$ cat config.mk
export PLATFORM = sky130hd
export DESIGN_NAME = psc_ctrl
export DESIGN_NICKNAME = d
export VERILOG_FILES = /design/src/hw/rtl/psc_pkg.sv /design/src/hw/rtl/psc_ctrl.sv
export SDC_FILE = /design/constraint.sdc
export NUM_CORES = 1
export LEC_CHECK = 0
export ABC_AREA = 1
export BUFFER_PORTS_ARGS = -buffer_cell sky130_fd_sc_hd__buf_2
export CORE_AREA = 2 2 42 44
export DETAILED_ROUTE_END_ITERATION = 7
export DIE_AREA = 0 0 44 46
export PLACE_DENSITY = 0.7
export SLEW_MARGIN = 20
export SYNTH_ARGS = -nofsm -noshare
export SYNTH_HDL_FRONTEND = slang
export SYNTH_SLANG_ARGS = --single-unit
$ cat constraint.sdc
create_clock -name clk -period 1.1 [get_ports clk]
set_input_delay 0.055 -clock clk [delete_from_list [all_inputs] [get_ports clk]]
set_output_delay 0.055 -clock clk [all_outputs]
set_load 0.005 [all_outputs]
$ cat src/hw/rtl/psc_pkg.sv
// ----------------------------------------------------------------------------
// psc_pkg
// Types and constants shared by the per-session traffic counter block.
// ----------------------------------------------------------------------------
package psc_pkg;

  localparam int SESSIONS = 1024;
  localparam int ADDR_W   = (SESSIONS > 1) ? $clog2(SESSIONS) : 1;

  typedef enum logic [1:0] {
    REQ_RX   = 2'd0,
    REQ_TX   = 2'd1,
    REQ_READ = 2'd2,
    REQ_NONE = 2'd3
  } req_type_t;

  typedef struct packed {
    logic [1:0]  req_type;
    logic [9:0]  session_id;
    logic [15:0] seg_length;
    logic        is_syn;
    logic        is_syn_ack;
    logic        is_retransmit;
  } psc_in_t;

  typedef struct packed {
    logic [63:0] tx_byte_total;
    logic [31:0] tx_packet_total;
    logic [31:0] tx_retransmit_total;
    logic [63:0] rx_byte_total;
    logic [31:0] rx_packet_total;
  } psc_out_t;

  typedef struct packed {
    logic [63:0] bytes;
    logic [31:0] pkts;
  } rx_rec_t;

  typedef struct packed {
    logic [63:0] bytes;
    logic [31:0] pkts;
    logic [31:0] retx;
  } tx_rec_t;

  typedef enum logic [1:0] {
    ST_CLEAR,
    ST_IDLE,
    ST_EXEC
  } ctl_state_t;

  // controller -> datapath
  typedef struct packed {
    logic              capture;
    logic              clear;
    logic [ADDR_W-1:0] clr_idx;
    logic              update;
    logic              load_out;
  } psc_cmd_t;

  // datapath -> controller
  typedef struct packed {
    logic is_read;
    logic out_free;
  } psc_status_t;

endpackage

$ cat src/hw/rtl/psc_ctrl.sv
// ----------------------------------------------------------------------------
// psc_ctrl
// Sequencer: clearing pass after reset, then capture / execute per request.
// ----------------------------------------------------------------------------
module psc_ctrl (
  input  logic                  clk,
  input  logic                  rst_n,
  input  logic                  in_valid,
  output logic                  in_stall,
  input  psc_pkg::psc_status_t  status,
  output psc_pkg::psc_cmd_t     cmd
);
  import psc_pkg::*;

  ctl_state_t        state_r, state_nxt;
  logic [ADDR_W-1:0] clr_idx_r, clr_idx_nxt;

  always_ff @(posedge clk) begin
    if (!rst_n) begin
      state_r   <= ST_CLEAR;
      clr_idx_r <= '0;
    end else begin
      state_r   <= state_nxt;
      clr_idx_r <= clr_idx_nxt;
    end
  end

  always_comb begin
    state_nxt   = state_r;
    clr_idx_nxt = clr_idx_r;
    unique case (state_r)
      ST_CLEAR: begin
        clr_idx_nxt = clr_idx_r + ADDR_W'(1);
        if (clr_idx_r == ADDR_W'(SESSIONS - 1)) begin
          state_nxt = ST_IDLE;
        end
      end
      ST_IDLE: begin
        if (in_valid) begin
          state_nxt = ST_EXEC;
        end
      end
      ST_EXEC: begin
        // a read waits here until the output register can take it
        if (!status.is_read || status.out_free) begin
          state_nxt = ST_IDLE;
        end
      end
      default: state_nxt = ST_CLEAR;
    endcase
  end

  always_comb begin
    in_stall     = (state_r != ST_IDLE);
    cmd.capture  = (state_r == ST_IDLE) && in_valid;
    cmd.clear    = (state_r == ST_CLEAR);
    cmd.clr_idx  = clr_idx_r;
    cmd.update   = (state_r == ST_EXEC) && !status.is_read;
    cmd.load_out = (state_r == ST_EXEC) && status.is_read && status.out_free;
  end

endmodule

==> results of run 1 <==
==> kinds of logic (layout without fill, tap and decap cells) <==
family	after synthesis	count (layout)	synth area share (%)
flops	12	12	37.8
buf+inv	15	48	8.86
compound gates	7	7	5.51
fa+ha+maj	1	1	1.97
simple gates	60	60	45.9
==> state kept, by name, indices dropped and copies added (netlist names) <==
name / cells
clr_idx_r: 10
state_r: 2
==> cells in the mapped netlist (3+ instances only) <==
cell type	instances
nor2_1	14
nand3_1	7
nand2_1	25
nor2_2	3
nor3_1	3
dfxtp_1	12
inv_1	13
nor2_4	3
a21oi_1	5
==> power groups by stage <==
stage	sequential, mW	clock, mW	combinational (mW)
after global placement	0.467	0	0.0645
after CTS	0.454	0.285	0.0665
after floorplan	0.468	0	0.0349
final	0.452	0.270	0.0730
after global routing	0.453	0.297	0.0828
after detailed placement	0.467	0	0.0654
==> timing repair <==
item | 4_1_cts | 5_1_grt
buffers inserted | 1 | 4
setup endpoints to repair | 7 | 11
pin swaps | 1 | 3
gates resized for setup | 7 | 5
==> worst max-delay path: stages, from the launching register on <==
cell and delay, ps:
dfxtp_2 350, buf_4 150, nor3_2 160, buf_2 130
==> routing by layer <==
metal | share of wire (%) | vias to the layer above | track usage [%]
met5 | 0 | - | 0
met4 | 1.6 | 0 | 9.09
met3 | 4.8 | 2 | 3.97
met2 | 51 | 18 | 28.8
met1 | 43 | 301 | 16.4
li1 | - | 369 | -
==> worst max-delay path by stage <==
stage | slack (ps) | end | startpoint | cells after the start
after global placement | -6 | clr_idx_r[6] | clr_idx_r[1] | 6
after floorplan | 30 | clr_idx_r[6] | clr_idx_r[0] | 6
after global routing | -80 | clr_idx_r[8] | state_r[0] | 7
final | -10 | cmd[1] | state_r[0] | 3
after CTS | -5 | cmd[1] | state_r[0] | 3
after detailed placement | -9 | clr_idx_r[6] | clr_idx_r[1] | 6
==> layout make-up <==
class | count | area, µm² | share of cell area [%]
Clock buffer | 3 | 22.5 | 2.48
Inverter | 14 | 52.6 | 5.79
Sequential cell | 12 | 254 | 28.0
Multi-Input combinational cell | 68 | 369 | 40.6
Tap cell | 17 | 21.3 | 2.34
Timing Repair Buffer | 31 | 189 | 20.8
==> metrics by stage <==
stage	power [mW]	utilization, %	cell area [µm²]	setup WS (ps)
floorplan	0.503	-	651	28.6
global placement	0.531	50.5	816	-6.04
detailed placement	0.532	50.5	816	-8.53
CTS	0.806	53.6	866	-5.30
global route	0.833	56.3	908	-77.7
finish	0.795	56.3	908	-10.1
==> key figures, run 1 <==
Logic synthesis
  • Synthesized area per cell: approximately 6.7 µm²
  • Mapped cell area: ~640 µm²
  • Top_reg_cell synth: dfxtp_1
  • Async set or reset register ratio after synthesis: 0%
  • Unique cell type count in the Yosys netlist: 19
  • Area contributors post-synth: dfxtp_1 (38%), nand2_1 (15%), nor2_1 (8.3%)
  • Area leader, netlist: dfxtp_1
  • Yosys top cell area share: 37.8%
  • Synthesized net count: around 100
  • Syn Inst Count: 95
  • Seq/Total Area, Yosys: between 30% and 40%
  • Register bit total from synthesis: 12
  • Post-synth EDFFs: 0
  • Yosys warns: 0

Timing
  • FMAX: about 0.90 GHz
  • Final period util: 101%
  • Min cycle time layout: 1110 ps
  • TNS Setup: -10.1 ps
  • Max Transition Viols Final: 0
  • Slew @ Worst Pin: about 190 ps
  • Max_slew headroom: between 80% and 90%
  • Hold_ws: 60.9 ps
  • RSZ-0062 raised after global routing: true
  • Final Setup Violations: 1
  • Setup ws final: -10.1 ps
  • Final Hold Viols: 0
  • Clock Skews: between 2 and 3 ps

Critical path
  • Reg-to-reg endpoint: clr_idx_r[6]
  • Reg-to-reg setup timing slack: 30 ps
  • Worst Setup End Kind: primary output
  • Worst Reg2Reg Path Length in Cells: 6
  • Critical path class: reg2out
  • Crit Path Max Fanout: 3
  • Worst r2r src: clr_idx_r[1]
  • Crit path DAT: between 1000 and 1500 ps
  • WP data required: 1040 ps
  • Setup crit start kind: flop

Clock network
  • Cts bufs inserted: 3
  • Cts hold-fix bufs: 0
  • CTS H-tree depth: 1
  • Clk_lat worst skew: roughly 270 ps
  • Clock sink count: 12
  • Worst-path clk slew: ~70 ps
  • CTS max path bufs: 2
  • CTS tree: done
  • Clock Tree Root: clkbuf_4

Routing
  • TritonRoute pass-1 iters: 4
  • Vias/cell: between 4 and 5
  • Vias: 690
  • Drt total wl: between 1000 and 1500 µm
  • Detail Route Antenna Nets: 0
  • Number of DRC markers in iteration 0: 8
  • Wire per inst: slightly below 10 µm
  • Drt drc: 0

Worst hold path
  • Worst Hold End: state_r[1]
  • Worst hold start: in_valid
  • Hold path cells: 3
  • Hold Crit Class: in2reg

Floorplanning
  • Die extent in x: roughly 44 µm
  • IO Pins: 20
  • Die ar.: just over 0.002 mm²
  • Die height: ~46 µm
  • Core area: approximately 0.0016 mm²
  • Num rows: 15
  • Starting Density: between 30% and 40%

Outcome
  • Failing checks: negative setup slack
  • Status: finished, violations left

Pwr
  • Internal Power: between 600 and 700 µW
  • Switching share of power: 24.1%
  • Clock network power share: between 30% and 40%
  • Seq pwr share: between 50 and 60%
  • Power per standard cell area: 875 mW/mm²
  • Comb power frac: a little under a tenth
  • Pleak: between 0.4 and 0.5 nW
  • Peak VDD IR: about 0.00045 V
  • NetSw: around 190 µW

Cells and area
  • Fill cell count: 164
  • Share of post-route cells with drive strength above 1: between 40% and 50%
  • Commonest non-fill, non-tap cell in the layout: nand2_1
  • Ant. Diodes: 0
  • Layout area overhead: 42.9%
  • Layout Cells excl Fill: between 100 and 150
  • Layout Nets: around 140
  • Most frequent cells in the layout: nand2_1 (25), buf_2 (19), nor2_1 (13)

Run
  • Max-cap violations: 0

Global routing
  • Global-route wire length before repair: 2260 µm
  • GRT Util Overall: 15.8%
  • Grt total ovfl: 0
  • Initial antenna violation count: 0
  • Largest net degree at the start of global routing: 10
  • Vias in the first global route: 590

Place
  • Gp weighted congestion: around 0.84
  • Port buffer count: 19
  • Placed Cells incl. Taps: between 100 and 150
  • Dpl hpwl: about 1100 µm
No activity file was read; power rests on OpenSTA's default activity.
==> run 2, diff against run 1 <==
==> constraint.sdc (replaced) <==
create_clock -name clk -period 1.1 [get_ports clk]
set_input_delay 0.22 -clock clk [delete_from_list [all_inputs] [get_ports clk]]
set_output_delay 0.22 -clock clk [all_outputs]
set_load 0.005 [all_outputs]
==> key figures, run 2 (synthesized netlist as in run 1, its figures left out) <==
Critical path
  • Critical path class: reg2out
  • Crit Path Max Fanout: 4 (+1)
  • Worst Setup End Kind: primary output
  • Worst Reg2Reg Path Length in Cells: 7 (+1)
  • WP data required: 880 ps (-160 ps)
  • Crit path DAT: 970 ps (-90 ps)
  • Setup crit start kind: flop

Floorplanning
  • Num rows: 15 (unchanged)
  • Die ar.: 0.00202 mm² (unchanged)
  • Starting Density: 39.4% (unchanged)
  • Core area: 0.00161 mm² (unchanged)
  • Die extent in x: 44 µm (unchanged)
  • Die height: 46 µm (unchanged)
  • IO Pins: 20 (unchanged)

Global routing
  • Grt total ovfl: 0 (unchanged)
  • GRT Util Overall: 15.8% (-0.083 points)
  • Largest net degree at the start of global routing: 10 (unchanged)
  • Initial antenna violation count: 0 (unchanged)
  • Global-route wire length before repair: 2220 µm (-1.9%)
  • Vias in the first global route: 498 (-16%)

Clock network
  • Worst-path clk slew: 90 ps (+20 ps)
  • Clock sink count: 12 (unchanged)
  • CTS tree: done
  • Cts bufs inserted: 3 (unchanged)
  • Clock Tree Root: clkbuf_4
  • CTS max path bufs: 2 (unchanged)
  • CTS H-tree depth: 1 (unchanged)
  • Clk_lat worst skew: 280 ps (about the same)
  • Cts hold-fix bufs: 0 (unchanged)

Routing
  • Detail Route Antenna Nets: 0 (unchanged)
  • Vias: 705 (+2.2%)
  • Number of DRC markers in iteration 0: 11 (+3)
  • Drt total wl: 1650 µm (+16%)
  • Vias/cell: 4.83 (+1.5%)
  • TritonRoute pass-1 iters: 4 (unchanged)
  • Wire per inst: 11.3 µm (+15%)
  • Drt drc: 0 (unchanged)

Pwr
  • Total power: 827 µW (+4.0%)
  • Peak VDD IR: 0.000515 V (+15%)
  • Pleak: 0.456 nW (+4.0%)
  • Power per standard cell area: 837 mW/mm² (-4.3%)

Cells and area
  • Commonest non-fill, non-tap cell in the layout: nand2_1
  • Share of post-route cells with drive strength above 1: 48.8% (+5.9 points)
  • Ant. Diodes: 0 (unchanged)
  • Number of flip-flops in the largest register: 10 (unchanged)
  • Reg with most FFs: clr_idx_r
  • Layout area overhead: 55.3%
  • Most frequent cells in the layout: nand2_1 (24), buf_2 (17), nor2_1 (13)
  • Regs by FF count: clr_idx_r x10, state_r x2
  • Layout Cells excl Fill: 146 (+0.69%)
  • Layout Nets: 137 (+0.74%)

Timing
  • Final period util: 108% (+7.1 points)
  • Clock Skews: 9.92 ps (+7.25 ps)
  • Setup ws final: -87.9 ps (-77.8 ps)
  • RSZ-0062 raised after global routing: true
  • Slew @ Worst Pin: 199 ps (+13.4 ps)
  • Final Hold Viols: 0 (unchanged)
  • FMAX: 0.842 GHz (-6.5%)
  • Max_slew headroom: 86.6% (-1.0 points)
  • Min cycle time layout: 1190 ps (+77.8 ps)
  • Final Setup Violations: 8 (+7)
  • Max Transition Viols Final: 0 (unchanged)

Place
  • Port buffer count: 19 (unchanged)
  • Placed Cells incl. Taps: 135 (-1.5%)
  • Gp weighted congestion: 0.829 (-0.80%)
  • Dpl hpwl: 1070 µm (-5.9%)

Run
  • Max-cap violations: 0 (unchanged)

Outcome
  • Status: finished, violations left
  • Failing checks: negative setup slack

Worst hold path
  • Hold path cells: 3 (unchanged)
  • Hold Crit Class: in2reg
## run 2: cell count changes in the layout (fill, tap and decap cells not counted), moves of 4 or more
cell,previous run,this run
buf_6,1,8
dfxtp_1,7,2
buf_4,11,7
dfxtp_2,2,6
## run 2: power breakdown
group          internal [mW]  total (mW)  switching [mW]
registers              0.439       0.451          0.0126
clock network          0.127       0.291           0.163
logic                 0.0418      0.0847          0.0429
total                  0.608       0.827           0.219
## run 2: metrics by stage
step           hold slack, ps  TNS (ps)  utilization [%]  setup WS (ps)  cell area, µm²
6_report                  232      -450             61.2          -87.9             987
5_1_grt                   236     -1220             61.2           -138             987
4_1_cts                   225      -419             54.6          -77.1             881
3_5_place_dp              460     -12.6             49.6          -12.6             801
3_3_place_gp              455     -4.23             49.6          -4.23             801
2_1_floorplan             408         0                -           28.6             651
## run 2: critical path, stage by stage, from the launching register on
cell and delay [ps]:
dfxtp_4 390, inv_4 50, nor3_1 110, buf_2 130
## run 2: path summary, 6_finish.rpt
path,start,slack (ps),to
setup / recovery,state_r[1],-90,cmd[1]
hold reg to reg,clr_idx_r[7],500,clr_idx_r[7]
hold / removal,rst_n,230,clr_idx_r[5]
setup reg to reg,state_r[1],-30,clr_idx_r[9]
## run 2: layout make-up
class | count | area (µm²)
Multi-Input combinational cell | 68 | 395
Tap cell | 17 | 21.3
Fill cell | 158 | 627
Timing Repair Buffer | 32 | 228
Inverter | 14 | 57.6
Sequential cell | 12 | 263
Clock buffer | 3 | 22.5
## run 2: metal layers
metal	track usage, %	routed length [µm]	vias to the layer above
met1	20.0	717	312
met2	24.4	814	21
met5	0	0	-
met4	9.09	44	0
met3	3.57	72	5
li1	-	-	367
## run 2: repair_timing
action,4_1_cts,5_1_grt
pin swaps,2,8
setup endpoints to repair,6,18
resized for setup,10,23
endpoints found under the hold margin,0,0
buffers inserted,4,4
cloned,0,0
